--- config.mk ---
export PLATFORM = sky130hd
export DESIGN_NAME = h2_sensor_poll_sequencer_unit_flat
export DESIGN_NICKNAME = d
export VERILOG_FILES = /design/src/rtl/core/h2sps_pkg.sv /design/src/rtl/core/h2sps_if.sv /design/src/rtl/core/h2sps_cmd.sv /design/src/rtl/core/h2sps_rx_chk.sv /design/src/rtl/core/h2_sensor_poll_sequencer_unit.sv /design/src/flat_wrapper.sv
export SDC_FILE = /design/constraint.sdc
export NUM_CORES = 1
export LEC_CHECK = 0
export BUFFER_PORTS_ARGS = -buffer_cell sky130_fd_sc_hd__buf_2
export CAP_MARGIN = 20
export CORE_MARGIN = 2
export CORE_UTILIZATION = 55
export CTS_BUF_LIST = sky130_fd_sc_hd__clkbuf_4
export CTS_CLUSTER_DIAMETER = 80
export DETAILED_ROUTE_END_ITERATION = 12
export MAX_ROUTING_LAYER = met4
export PLACE_DENSITY = 0.84
export SLEW_MARGIN = 20
export SYNTH_ARGS = -nofsm -noshare
export SYNTH_HDL_FRONTEND = slang
export SYNTH_HIERARCHICAL = 1
export SYNTH_SLANG_ARGS = --single-unit
--- constraint.sdc ---
create_clock -name i_clk -period 8.55 [get_ports i_clk]
set_clock_uncertainty 0.1 [all_clocks]
set_input_delay 0 -clock i_clk [delete_from_list [all_inputs] [get_ports i_clk]]
set_output_delay 0 -clock i_clk [all_outputs]
set_load 0.05 [all_outputs]
--- src/rtl/core/h2sps_pkg.sv ---
// Shared types, codes and CRC helper for the hydrogen sensor poll sequencer.
// No dependencies; used by every file in rtl/core but h2sps_if.
package h2sps_pkg;

    typedef logic [15:0] t_crc;
    typedef logic [7:0]  t_byte;

    // Bus action codes.
    localparam logic [1:0] ACT_NONE  = 2'd0;
    localparam logic [1:0] ACT_WRITE = 2'd1;
    localparam logic [1:0] ACT_READ  = 2'd2;

    // Reply status codes.
    localparam logic [1:0] ST_OK     = 2'd0;
    localparam logic [1:0] ST_BUS    = 2'd1;
    localparam logic [1:0] ST_CRC    = 2'd2;
    localparam logic [1:0] ST_SENSOR = 2'd3;

    // Frame lengths in bytes.
    localparam logic [2:0] LEN_NONE      = 3'd0;
    localparam logic [2:0] LEN_CONC_CMD  = 3'd7;
    localparam logic [2:0] LEN_TEMP_CMD  = 3'd3;
    localparam logic [2:0] LEN_CONC_RPLY = 3'd5;
    localparam logic [2:0] LEN_TEMP_RPLY = 3'd4;

    // Command bytes and CRC-16/CCITT-FALSE parameters.
    localparam t_byte C_CMD_CONC  = 8'hA8;
    localparam t_byte C_CMD_CONC2 = 8'h60;
    localparam t_byte C_CMD_TEMP  = 8'hA9;
    localparam t_crc  C_CRC_POLY  = 16'h1021;
    localparam t_crc  C_CRC_INIT  = 16'hFFFF;

    // Clamp limits.
    localparam logic [7:0] C_HUM_MAX  = 8'd255;
    localparam logic [9:0] C_TNEG_MAX = 10'd40;
    localparam logic [9:0] C_TPOS_MAX = 10'd105;
    localparam logic [7:0] C_PRES_MIN = 8'd50;
    localparam logic [7:0] C_PRES_MAX = 8'd130;

    // Register indexes and reset values.
    localparam logic       REG_PERIOD      = 1'b0;
    localparam logic       REG_TIMEOUT     = 1'b1;
    localparam logic [15:0] C_PERIOD_RST   = 16'd60;
    localparam logic [15:0] C_TIMEOUT_RST  = 16'd550;

    // One byte through the CRC, MSB first.
    function automatic t_crc crc_byte(input t_crc crc_in, input t_byte data);
        t_crc c;
        c = crc_in ^ {data, 8'h00};
        for (int k = 0; k < 8; k++) begin
            c = c[15] ? ({c[14:0], 1'b0} ^ C_CRC_POLY) : {c[14:0], 1'b0};
        end
        return c;
    endfunction

    // CRC after the fixed two-byte concentration prefix.
    localparam t_crc C_CRC_CONC_PFX = crc_byte(crc_byte(C_CRC_INIT, C_CMD_CONC), C_CMD_CONC2);
    localparam t_crc C_CRC_TEMP_CMD = crc_byte(C_CRC_INIT, C_CMD_TEMP);

    // Reply checker results for both reply kinds.
    typedef struct packed {
        logic [1:0]  conc_status;
        logic [1:0]  temp_status;
        logic [15:0] h2_word;
        t_byte       temp_byte;
    } t_rx_chk;

endpackage

--- src/rtl/core/h2sps_if.sv ---
// Channel interfaces: tick input and result output of the poll sequencer.
// Depends on nothing beyond the port widths of h2sps_pkg users.
interface h2sps_tick_if;
    logic               valid;
    logic               ready;
    logic        [10:0] humidity_q4;
    logic signed [12:0] ambient_temp_q4;
    logic        [11:0] pressure_mbar;
    logic        [39:0] rx_frame;
    logic               rx_ack;

    modport source (output valid, humidity_q4, ambient_temp_q4, pressure_mbar, rx_frame,
                    rx_ack, input ready);
    modport sink   (input valid, humidity_q4, ambient_temp_q4, pressure_mbar, rx_frame,
                    rx_ack, output ready);
endinterface

interface h2sps_res_if;
    logic               valid;
    logic               ready;
    logic        [1:0]  bus_action;
    logic        [55:0] tx_frame;
    logic        [2:0]  tx_length;
    logic        [2:0]  rx_length;
    logic        [1:0]  read_status;
    logic signed [15:0] h2_value;
    logic               h2_valid;
    logic signed [7:0]  temperature_c;
    logic               temp_valid;
    logic               error_flag;

    modport source (output valid, bus_action, tx_frame, tx_length, rx_length, read_status,
                    h2_value, h2_valid, temperature_c, temp_valid, error_flag, input ready);
    modport sink   (input valid, bus_action, tx_frame, tx_length, rx_length, read_status,
                    h2_value, h2_valid, temperature_c, temp_valid, error_flag, output ready);
endinterface

--- src/rtl/core/h2sps_cmd.sv ---
// Concentration command builder: rounds and clamps compensation values, appends CRC.
// Depends on h2sps_pkg.
module h2sps_cmd (
    input  logic        [10:0] i_humidity_q4,
    input  logic signed [12:0] i_ambient_temp_q4,
    input  logic        [11:0] i_pressure_mbar,
    output logic        [55:0] o_frame
);
    localparam logic [12:0] C_RECIP10 = 13'd6554; // 2^16 / 10, rounded up
    localparam logic [12:0] C_PSUM_LO = 13'd500;  // below: clamp to minimum
    localparam logic [12:0] C_PSUM_HI = 13'd1310; // at or above: clamp to maximum

    logic [11:0] hum_sum;
    logic [9:0]  hum_q;
    logic [7:0]  hum_b;
    logic        t_neg;
    logic [12:0] t_mag;
    logic [13:0] t_sum;
    logic [9:0]  t_rnd;
    logic [9:0]  t_lim;
    logic [7:0]  temp_b;
    logic [12:0] p_sum;
    logic [25:0] p_prod;
    logic [7:0]  pres_b;
    logic [15:0] crc;

    always_comb begin
        // Humidity: round to whole percent, saturate at one byte.
        hum_sum = {1'b0, i_humidity_q4} + 12'd2;
        hum_q   = hum_sum[11:2];
        hum_b   = (hum_q > {2'b00, h2sps_pkg::C_HUM_MAX}) ? h2sps_pkg::C_HUM_MAX : hum_q[7:0];

        // Temperature: round half away from zero on the magnitude.
        t_neg  = i_ambient_temp_q4[12];
        t_mag  = t_neg ? (13'd0 - i_ambient_temp_q4) : i_ambient_temp_q4;
        t_sum  = {1'b0, t_mag} + 14'd8;
        t_rnd  = t_sum[13:4];
        if (t_neg) begin
            t_lim = (t_rnd > h2sps_pkg::C_TNEG_MAX) ? h2sps_pkg::C_TNEG_MAX : t_rnd;
        end else begin
            t_lim = (t_rnd > h2sps_pkg::C_TPOS_MAX) ? h2sps_pkg::C_TPOS_MAX : t_rnd;
        end
        temp_b = t_neg ? (8'd0 - t_lim[7:0]) : t_lim[7:0];

        // Pressure: mbar to kPa half up, divide by ten through a reciprocal.
        p_sum  = {1'b0, i_pressure_mbar} + 13'd5;
        p_prod = p_sum * C_RECIP10;
        if (p_sum < C_PSUM_LO) begin
            pres_b = h2sps_pkg::C_PRES_MIN;
        end else if (p_sum >= C_PSUM_HI) begin
            pres_b = h2sps_pkg::C_PRES_MAX;
        end else begin
            pres_b = p_prod[23:16];
        end

        crc = h2sps_pkg::crc_byte(h2sps_pkg::crc_byte(h2sps_pkg::crc_byte(
                  h2sps_pkg::C_CRC_CONC_PFX, hum_b), temp_b), pres_b);
        o_frame = {h2sps_pkg::C_CMD_CONC, h2sps_pkg::C_CMD_CONC2, hum_b, temp_b, pres_b, crc};
    end

endmodule

--- src/rtl/core/h2sps_rx_chk.sv ---
// Reply checker: acknowledge, CRC and status byte for both reply kinds.
// Depends on h2sps_pkg.
module h2sps_rx_chk (
    input  logic [39:0]         i_rx_frame,
    input  logic                i_rx_ack,
    output h2sps_pkg::t_rx_chk  o_chk
);
    h2sps_pkg::t_byte b0, b1, b2, b3, b4;
    h2sps_pkg::t_crc  c1, c2, c3;

    always_comb begin
        b0 = i_rx_frame[39:32];
        b1 = i_rx_frame[31:24];
        b2 = i_rx_frame[23:16];
        b3 = i_rx_frame[15:8];
        b4 = i_rx_frame[7:0];
        c1 = h2sps_pkg::crc_byte(h2sps_pkg::C_CRC_INIT, b0);
        c2 = h2sps_pkg::crc_byte(c1, b1);
        c3 = h2sps_pkg::crc_byte(c2, b2);

        // Five-byte concentration reply: CRC in bytes three and four.
        priority if (!i_rx_ack) begin
            o_chk.conc_status = h2sps_pkg::ST_BUS;
        end else if (c3 != {b3, b4}) begin
            o_chk.conc_status = h2sps_pkg::ST_CRC;
        end else if (b0 != 8'd0) begin
            o_chk.conc_status = h2sps_pkg::ST_SENSOR;
        end else begin
            o_chk.conc_status = h2sps_pkg::ST_OK;
        end

        // Four-byte temperature reply: CRC in bytes two and three.
        priority if (!i_rx_ack) begin
            o_chk.temp_status = h2sps_pkg::ST_BUS;
        end else if (c2 != {b2, b3}) begin
            o_chk.temp_status = h2sps_pkg::ST_CRC;
        end else if (b0 != 8'd0) begin
            o_chk.temp_status = h2sps_pkg::ST_SENSOR;
        end else begin
            o_chk.temp_status = h2sps_pkg::ST_OK;
        end

        o_chk.h2_word   = {b1, b2};
        o_chk.temp_byte = b1;
    end

endmodule

--- src/rtl/core/h2_sensor_poll_sequencer_unit.sv ---
// Top level of the hydrogen sensor poll sequencer: phase state, timers, APB registers.
// Depends on h2sps_pkg, h2sps_if, h2sps_cmd and h2sps_rx_chk.
//
//  channel   | dir | handshake     | beat contents
//  ----------+-----+---------------+------------------------------------------------
//  i_tick    | in  | valid / ready | one 1 ms tick: compensation values, reply bytes
//  o_res     | out | valid / ready | bus action, frames, lengths, status, readings
//  APB       | in  | psel/penable  | phase period (0x0), timeout (0x4), 32-bit data
//
// Each tick beat passes through two registers: an input register, then the
// result register; one beat is taken every cycle while o_res is not stalled.
// The phase timer, age counter and stores update when a beat leaves the input
// register, so the tick-to-tick dependency closes before the next beat leaves it.
// Reset (i_rst_n low, synchronous) empties both registers and restores state.
// A stalled result holds the result register; the input register then holds
// its beat and i_tick.ready drops only when both are full.
module h2_sensor_poll_sequencer_unit (
    input  logic               i_clk,
    input  logic               i_rst_n,
    h2sps_tick_if.sink         i_tick,
    h2sps_res_if.source        o_res,
    input  logic               psel,
    input  logic               penable,
    input  logic               pwrite,
    input  logic [2:0]         paddr,
    input  logic [31:0]        pwdata,
    output logic [31:0]        prdata,
    output logic               pready
);
    // One-hot phase: send concentration command, read it, send temperature
    // command, read it.
    typedef enum logic [3:0] {
        P_CONC_CMD = 4'b0001,
        P_CONC_RD  = 4'b0010,
        P_TEMP_CMD = 4'b0100,
        P_TEMP_RD  = 4'b1000
    } t_phase;

    typedef struct packed {
        logic [1:0]  bus_action;
        logic [55:0] tx_frame;
        logic [2:0]  tx_length;
        logic [2:0]  rx_length;
        logic [1:0]  read_status;
        logic [15:0] h2_value;
        logic        h2_valid;
        logic [7:0]  temperature_c;
        logic        temp_valid;
        logic        error_flag;
    } t_result;

    localparam logic [55:0] C_TEMP_FRAME =
        {h2sps_pkg::C_CMD_TEMP, h2sps_pkg::C_CRC_TEMP_CMD, 32'd0};

    // Configuration registers.
    logic [15:0] r_period, r_timeout;
    logic        cfg_wr;

    // Input register.
    logic        r_s1_vld;
    logic [10:0] r_s1_hum;
    logic [12:0] r_s1_temp;
    logic [11:0] r_s1_pres;
    logic [39:0] r_s1_rx;
    logic        r_s1_ack;

    // Sequencer state.
    t_phase      r_phase, n_phase;
    logic [15:0] r_timer, n_timer;
    logic [15:0] r_age, n_age;
    logic [15:0] r_h2, n_h2;
    logic        r_h2_ok, n_h2_ok;
    logic [7:0]  r_temp, n_temp;
    logic        r_temp_ok, n_temp_ok;
    logic        r_fault, n_fault;

    // Result register.
    logic        r_out_vld;
    t_result     r_out, n_out;

    logic        s1_adv;
    logic        act;
    logic [15:0] timer_inc, age_inc;
    logic [55:0] conc_frame;
    h2sps_pkg::t_rx_chk chk;

    // APB: no wait states, read back both registers.
    assign pready = 1'b1;
    assign cfg_wr = psel && penable && pwrite && pready && (paddr[1:0] == 2'b00);
    assign prdata = (paddr[2] == h2sps_pkg::REG_TIMEOUT) ? {16'd0, r_timeout}
                                                         : {16'd0, r_period};

    always_ff @(posedge i_clk) begin
        if (!i_rst_n) begin
            r_period  <= h2sps_pkg::C_PERIOD_RST;
            r_timeout <= h2sps_pkg::C_TIMEOUT_RST;
        end else if (cfg_wr) begin
            if (paddr[2] == h2sps_pkg::REG_PERIOD) begin
                r_period <= pwdata[15:0];
            end else begin
                r_timeout <= pwdata[15:0];
            end
        end
    end

    // Advance a beat out of the input register whenever the result register frees up.
    assign s1_adv       = r_s1_vld && (!r_out_vld || o_res.ready);
    assign i_tick.ready = !r_s1_vld || s1_adv;

    always_ff @(posedge i_clk) begin
        if (!i_rst_n) begin
            r_s1_vld <= 1'b0;
        end else begin
            r_s1_vld <= i_tick.valid || (r_s1_vld && !s1_adv);
        end
    end

    always_ff @(posedge i_clk) begin
        if (i_tick.valid && i_tick.ready) begin
            r_s1_hum  <= i_tick.humidity_q4;
            r_s1_temp <= i_tick.ambient_temp_q4;
            r_s1_pres <= i_tick.pressure_mbar;
            r_s1_rx   <= i_tick.rx_frame;
            r_s1_ack  <= i_tick.rx_ack;
        end
    end

    h2sps_cmd u_cmd (
        .i_humidity_q4     (r_s1_hum),
        .i_ambient_temp_q4 (r_s1_temp),
        .i_pressure_mbar   (r_s1_pres),
        .o_frame           (conc_frame)
    );

    h2sps_rx_chk u_rx_chk (
        .i_rx_frame (r_s1_rx),
        .i_rx_ack   (r_s1_ack),
        .o_chk      (chk)
    );

    // One tick of the sequencer.
    always_comb begin
        timer_inc = (r_timer == 16'hFFFF) ? r_timer : r_timer + 16'd1;
        age_inc   = (r_age == 16'hFFFF) ? r_age : r_age + 16'd1;
        act       = (timer_inc >= r_period);

        n_phase   = r_phase;
        n_timer   = timer_inc;
        n_age     = age_inc;
        n_h2      = r_h2;
        n_h2_ok   = r_h2_ok;
        n_temp    = r_temp;
        n_temp_ok = r_temp_ok;
        n_fault   = r_fault;

        n_out.bus_action  = h2sps_pkg::ACT_NONE;
        n_out.tx_frame    = 56'd0;
        n_out.tx_length   = h2sps_pkg::LEN_NONE;
        n_out.rx_length   = h2sps_pkg::LEN_NONE;
        n_out.read_status = h2sps_pkg::ST_OK;

        if (act) begin
            n_timer = 16'd0;
            unique case (r_phase)
                P_CONC_CMD: begin
                    n_out.bus_action = h2sps_pkg::ACT_WRITE;
                    n_out.tx_frame   = conc_frame;
                    n_out.tx_length  = h2sps_pkg::LEN_CONC_CMD;
                    n_phase          = P_CONC_RD;
                end
                P_CONC_RD: begin
                    n_out.bus_action  = h2sps_pkg::ACT_READ;
                    n_out.rx_length   = h2sps_pkg::LEN_CONC_RPLY;
                    n_out.read_status = chk.conc_status;
                    if (chk.conc_status == h2sps_pkg::ST_OK) begin
                        n_h2    = chk.h2_word;
                        n_h2_ok = 1'b1;
                        n_fault = 1'b0;
                        n_age   = 16'd0;
                    end
                    n_phase = P_TEMP_CMD;
                end
                P_TEMP_CMD: begin
                    n_out.bus_action = h2sps_pkg::ACT_WRITE;
                    n_out.tx_frame   = C_TEMP_FRAME;
                    n_out.tx_length  = h2sps_pkg::LEN_TEMP_CMD;
                    n_phase          = P_TEMP_RD;
                end
                P_TEMP_RD: begin
                    n_out.bus_action  = h2sps_pkg::ACT_READ;
                    n_out.rx_length   = h2sps_pkg::LEN_TEMP_RPLY;
                    n_out.read_status = chk.temp_status;
                    if (chk.temp_status == h2sps_pkg::ST_OK) begin
                        n_temp    = chk.temp_byte;
                        n_temp_ok = 1'b1;
                    end
                    n_phase = P_CONC_CMD;
                end
                default: begin
                    n_phase = P_CONC_CMD;
                end
            endcase
        end

        // Drop stale readings once the age passes the timeout.
        if (n_age > r_timeout) begin
            n_h2      = 16'd0;
            n_h2_ok   = 1'b0;
            n_temp    = 8'd0;
            n_temp_ok = 1'b0;
            n_fault   = 1'b1;
        end

        n_out.h2_value      = n_h2;
        n_out.h2_valid      = n_h2_ok;
        n_out.temperature_c = n_temp;
        n_out.temp_valid    = n_temp_ok;
        n_out.error_flag    = n_fault;
    end

    always_ff @(posedge i_clk) begin
        if (!i_rst_n) begin
            r_phase   <= P_CONC_CMD;
            r_timer   <= 16'd0;
            r_age     <= 16'd0;
            r_h2      <= 16'd0;
            r_h2_ok   <= 1'b0;
            r_temp    <= 8'd0;
            r_temp_ok <= 1'b0;
            r_fault   <= 1'b1;
            r_out_vld <= 1'b0;
        end else begin
            if (s1_adv) begin
                r_phase   <= n_phase;
                r_timer   <= n_timer;
                r_age     <= n_age;
                r_h2      <= n_h2;
                r_h2_ok   <= n_h2_ok;
                r_temp    <= n_temp;
                r_temp_ok <= n_temp_ok;
                r_fault   <= n_fault;
            end
            r_out_vld <= s1_adv || (r_out_vld && !o_res.ready);
        end
    end

    always_ff @(posedge i_clk) begin
        if (s1_adv) begin
            r_out <= n_out;
        end
    end

    assign o_res.valid         = r_out_vld;
    assign o_res.bus_action    = r_out.bus_action;
    assign o_res.tx_frame      = r_out.tx_frame;
    assign o_res.tx_length     = r_out.tx_length;
    assign o_res.rx_length     = r_out.rx_length;
    assign o_res.read_status   = r_out.read_status;
    assign o_res.h2_value      = r_out.h2_value;
    assign o_res.h2_valid      = r_out.h2_valid;
    assign o_res.temperature_c = r_out.temperature_c;
    assign o_res.temp_valid    = r_out.temp_valid;
    assign o_res.error_flag    = r_out.error_flag;

    // A valid concentration reading and the error flag never coexist.
    a_ok_vs_fault: assert property (@(posedge i_clk) disable iff (!i_rst_n)
        r_h2_ok != r_fault)
        else $error("h2 valid and error flag out of step");

    // The phase moves only on a tick whose timer reached the period.
    a_phase_hold: assert property (@(posedge i_clk) disable iff (!i_rst_n)
        !(s1_adv && act) |=> $stable(r_phase))
        else $error("phase changed without a phase action");

    a_phase_move: assert property (@(posedge i_clk) disable iff (!i_rst_n)
        (s1_adv && act) |=> (r_phase != $past(r_phase)))
        else $error("phase did not advance on a phase action");

    // Both stages full and the output stalled: the input side must stall too.
    a_backpressure: assert property (@(posedge i_clk) disable iff (!i_rst_n)
        (r_s1_vld && r_out_vld && !o_res.ready) |-> !i_tick.ready)
        else $error("tick accepted with no room");

    // A write result carries a frame length, a read result a reply length.
    a_len_match: assert property (@(posedge i_clk) disable iff (!i_rst_n)
        r_out_vld |-> (((r_out.bus_action == h2sps_pkg::ACT_WRITE) == (r_out.tx_length != 3'd0))
                    && ((r_out.bus_action == h2sps_pkg::ACT_READ) == (r_out.rx_length != 3'd0))))
        else $error("bus action and lengths disagree");

endmodule

--- src/flat_wrapper.sv ---
// flat-port wrapper written by rule: the top's interface ports become plain ports
module h2_sensor_poll_sequencer_unit_flat 
  (i_clk, i_rst_n, psel, penable, pwrite, paddr, pwdata, prdata, pready, i_tick_valid, i_tick_humidity_q4, i_tick_ambient_temp_q4, i_tick_pressure_mbar, i_tick_rx_frame, i_tick_rx_ack, i_tick_ready, o_res_valid, o_res_bus_action, o_res_tx_frame, o_res_tx_length, o_res_rx_length, o_res_read_status, o_res_h2_value, o_res_h2_valid, o_res_temperature_c, o_res_temp_valid, o_res_error_flag, o_res_ready);
  h2sps_tick_if i_tick_i ();
  h2sps_res_if o_res_i ();
  input  logic i_clk;
  input  logic i_rst_n;
  input  logic psel;
  input  logic penable;
  input  logic pwrite;
  input  logic [2:0] paddr;
  input  logic [31:0] pwdata;
  output logic [31:0] prdata;
  output logic pready;
  input wire logic [$bits(i_tick_i.valid)-1:0] i_tick_valid;
  input wire logic [$bits(i_tick_i.humidity_q4)-1:0] i_tick_humidity_q4;
  input wire logic [$bits(i_tick_i.ambient_temp_q4)-1:0] i_tick_ambient_temp_q4;
  input wire logic [$bits(i_tick_i.pressure_mbar)-1:0] i_tick_pressure_mbar;
  input wire logic [$bits(i_tick_i.rx_frame)-1:0] i_tick_rx_frame;
  input wire logic [$bits(i_tick_i.rx_ack)-1:0] i_tick_rx_ack;
  output wire logic [$bits(i_tick_i.ready)-1:0] i_tick_ready;
  output wire logic [$bits(o_res_i.valid)-1:0] o_res_valid;
  output wire logic [$bits(o_res_i.bus_action)-1:0] o_res_bus_action;
  output wire logic [$bits(o_res_i.tx_frame)-1:0] o_res_tx_frame;
  output wire logic [$bits(o_res_i.tx_length)-1:0] o_res_tx_length;
  output wire logic [$bits(o_res_i.rx_length)-1:0] o_res_rx_length;
  output wire logic [$bits(o_res_i.read_status)-1:0] o_res_read_status;
  output wire logic [$bits(o_res_i.h2_value)-1:0] o_res_h2_value;
  output wire logic [$bits(o_res_i.h2_valid)-1:0] o_res_h2_valid;
  output wire logic [$bits(o_res_i.temperature_c)-1:0] o_res_temperature_c;
  output wire logic [$bits(o_res_i.temp_valid)-1:0] o_res_temp_valid;
  output wire logic [$bits(o_res_i.error_flag)-1:0] o_res_error_flag;
  input wire logic [$bits(o_res_i.ready)-1:0] o_res_ready;
  assign i_tick_i.valid = i_tick_valid;
  assign i_tick_i.humidity_q4 = i_tick_humidity_q4;
  assign i_tick_i.ambient_temp_q4 = i_tick_ambient_temp_q4;
  assign i_tick_i.pressure_mbar = i_tick_pressure_mbar;
  assign i_tick_i.rx_frame = i_tick_rx_frame;
  assign i_tick_i.rx_ack = i_tick_rx_ack;
  assign i_tick_ready = i_tick_i.ready;
  assign o_res_valid = o_res_i.valid;
  assign o_res_bus_action = o_res_i.bus_action;
  assign o_res_tx_frame = o_res_i.tx_frame;
  assign o_res_tx_length = o_res_i.tx_length;
  assign o_res_rx_length = o_res_i.rx_length;
  assign o_res_read_status = o_res_i.read_status;
  assign o_res_h2_value = o_res_i.h2_value;
  assign o_res_h2_valid = o_res_i.h2_valid;
  assign o_res_temperature_c = o_res_i.temperature_c;
  assign o_res_temp_valid = o_res_i.temp_valid;
  assign o_res_error_flag = o_res_i.error_flag;
  assign o_res_i.ready = o_res_ready;
  h2_sensor_poll_sequencer_unit u_core (.i_clk(i_clk), .i_rst_n(i_rst_n), .i_tick(i_tick_i), .o_res(o_res_i), .psel(psel), .penable(penable), .pwrite(pwrite), .paddr(paddr), .pwdata(pwdata), .prdata(prdata), .pready(pready));
endmodule
==> results_dict.tcl <==
set metrics [dict create \
    outcome "finished clean" \
    cts_num_sinks 264 \
    regToRegStartpoint "u_core/r_s1_pres[0]" \
    drt_iter0_markers 1094 \
    wire_per_inst_um 17.85 \
    finalSetupViolCount 0 \
    fp.dieW_um 186.5 \
    worstPathArrival_ns 8.45 \
    finalSetupTns_ns 0 \
    start_util 0.5603 \
    finalMaxSlewViolations 0 \
    grt_setup_unrepaired "false" \
    r2r-end "u_core/o_res.tx_frame[12]" \
    maxSlewHeadroom 0.2962 \
    leakage_nw 9.357 \
    num_rows 66 \
    gp_congestion 0.8972 \
    cpMaxStageDelayCell "fa_1" \
    crit_required_ns 8.93 \
    p_sw_frac 0.3738 \
    combPwrFrac 0.438 \
    mostFrequentLayoutCells "nand2_1 (212), buf_2 (211), dlygate4sd3_1 (198)" \
    clk_pin_slew_ns 0.10 \
    fin_util 0.6772 \
    cts_buffers 71 \
    reg2reg_depth 27 \
    drt_pass1_iterations 5 \
    ir_drop_v 0.0001729 \
    synth.yosys.warnings 6 \
    startpoint "u_core/r_s1_pres[0]" \
    overflow 0 \
    grt_pass1_wl_um 78200 \
    p_int_w 0.002900 \
    power_frac_seq 0.310 \
    area_delta_synth_final_pct 20.88 \
    r2r_slack_ns 0.48 \
    start_kind "register" \
    ant_nets 0 \
    synthCells 1857 \
    avgSynthCellArea_um2 9.866 \
    min_period_ns 8.074 \
    tightest_slew_ns 1.056 \
    path_max_fanout 7 \
    drv_cap 0 \
    grt_use_total 0.2844 \
    die_area_um2 34790 \
    cts_root_buffer "clkbuf_4" \
    insertion_delay_ns 0.74 \
    antenna_found_initial 1 \
    cts_buffer_depth 3 \
    period_share 0.9443 \
    htreeDepth 3 \
    nets 2510 \
    routed_wl_um 48680 \
    cp-end-kind "register" \
    vias 15391 \
    placed_cells 2400 \
    nFillCells 2355 \
    dieHeight_um 186.5 \
    slowest_delay_ns 0.55 \
    hpwl_um 30430 \
    final_common_cell "nand2_1" \
    fmax_mhz 123.9 \
    path_class "reg2reg" \
    hold_viol_final 0 \
    crit_end "u_core/o_res.tx_frame[12]" \
    pin_count 247 \
    io_buffers 211 \
    hold_class "in2reg" \
    route.detailed.drc 0 \
    core_um2 32700 \
    drive_gt1_frac 0.1777 \
    fin_total_pwr_w 0.004630 \
    power_density_nw_per_um2 209.1 \
    syn-cell-area_um2 18320 \
    final_cells 2728 \
    pwr-share-clk 0.251 \
    power.switching_w 0.001731 \
    cts_tree "yes" \
    grt_max_degree 80 \
    grt_pass1_vias 15464 \
    avgViaCountPerCell 5.642 \
]
==> worst min-delay path by stage <==
stage	slack, ns	cells after the start	start	end
finish	0.16	4	paddr[2]	u_core/r_timeout[13]
global route	0.17	4	paddr[2]	u_core/r_period[11]
CTS	0.03	4	paddr[2]	u_core/r_timeout[13]
detailed placement	0.08	1	i_tick_pressure_mbar[0]	u_core/r_s1_pres[0]
global placement	0.08	1	i_tick_ambient_temp_q4[7]	u_core/r_s1_temp[7]
floorplan	-0.001	0	i_tick_rx_ack	u_core/r_s1_ack
==> layer usage <==
layer / up-vias / share of wire / track usage
met5: - / 0 / -
met4: 0 / 0.035 / 0.1285
met3: 142 / 0.074 / 0.05134
met2: 743 / 0.49 / 0.4753
met1: 7301 / 0.40 / 0.3359
li1: 7205 / - / -
==> final cells by class <==
| type | instances | area, um2 | area share |
|---|---|---|---|
| flip-flops and latches | 264 | 6957 | 0.3141 |
| multi-input cells | 1325 | 10020 | 0.4524 |
| inverters | 144 | 543.0 | 0.02452 |
| repair buffers | 424 | 3163 | 0.1428 |
| diodes | 1 | 2.502 | 0.0001130 |
| clock buffers | 97 | 728.2 | 0.03288 |
| well taps | 442 | 553.0 | 0.02497 |
| clock inverters | 31 | 181.4 | 0.008192 |
==> power by group through the flow <==
stage	clock, W	combinational [W]	sequential [W]
6_report	0.00116	0.00203	0.00144
5_1_grt	0.00126	0.00224	0.00144
4_1_cts	0.00117	0.00200	0.00143
3_5_place_dp	0	0.00192	0.00146
3_3_place_gp	0	0.00184	0.00146
2_1_floorplan	0	0.00149	0.00150
==> repair_timing <==
action | CTS | global route
hold buffers | 198 | 0
hold endpoints to repair | 243 | 0
setup buffers | 0 | 0
setup endpoints to repair | 0 | 0
gates resized for setup | 0 | 0
==> per-stage QoR <==
step / instance area, um2 / worst slack, ns / hold WS (ns)
4_1_cts: 22120 / 0.6130 / 0.03164
6_report: 22150 / 0.4764 / 0.1600
5_1_grt: 22150 / 0.1093 / 0.1660
3_5_place_dp: 19230 / 0.6665 / 0.07808
3_3_place_gp: 19230 / 0.9691 / 0.07622
2_1_floorplan: 18430 / 1.363 / -0.001131
==> sequential cells by signal (all words and copies together) (netlist names), 2 cells and up <==
signal	flops
u_core/o_res.bus_action	2
u_core/r_period	16
u_core/o_res.rx_length	2
u_core/r_s1_temp	13
u_core/o_res.temperature_c	8
u_core/o_res.tx_frame	56
u_core/r_timer	16
u_core/o_res.tx_length	2
u_core/o_res.h2_value	16
u_core/o_res.read_status	2
u_core/r_temp	8
u_core/r_timeout	16
u_core/r_h2	16
u_core/r_phase	4
u_core/r_s1_rx	40
u_core/r_age	16
u_core/r_s1_hum	10
u_core/r_s1_pres	12
==> worst max-delay path: cells and delay by family (launching register included) <==
family	cells	cell delay, ns
compound gates	8	1.92
xor+xnor	6	1.43
fa+ha+maj	6	2.83
buf+inv	3	0.31
flops	1	0.51
simple gates	4	0.68
(Power assumes the default switching activity.)
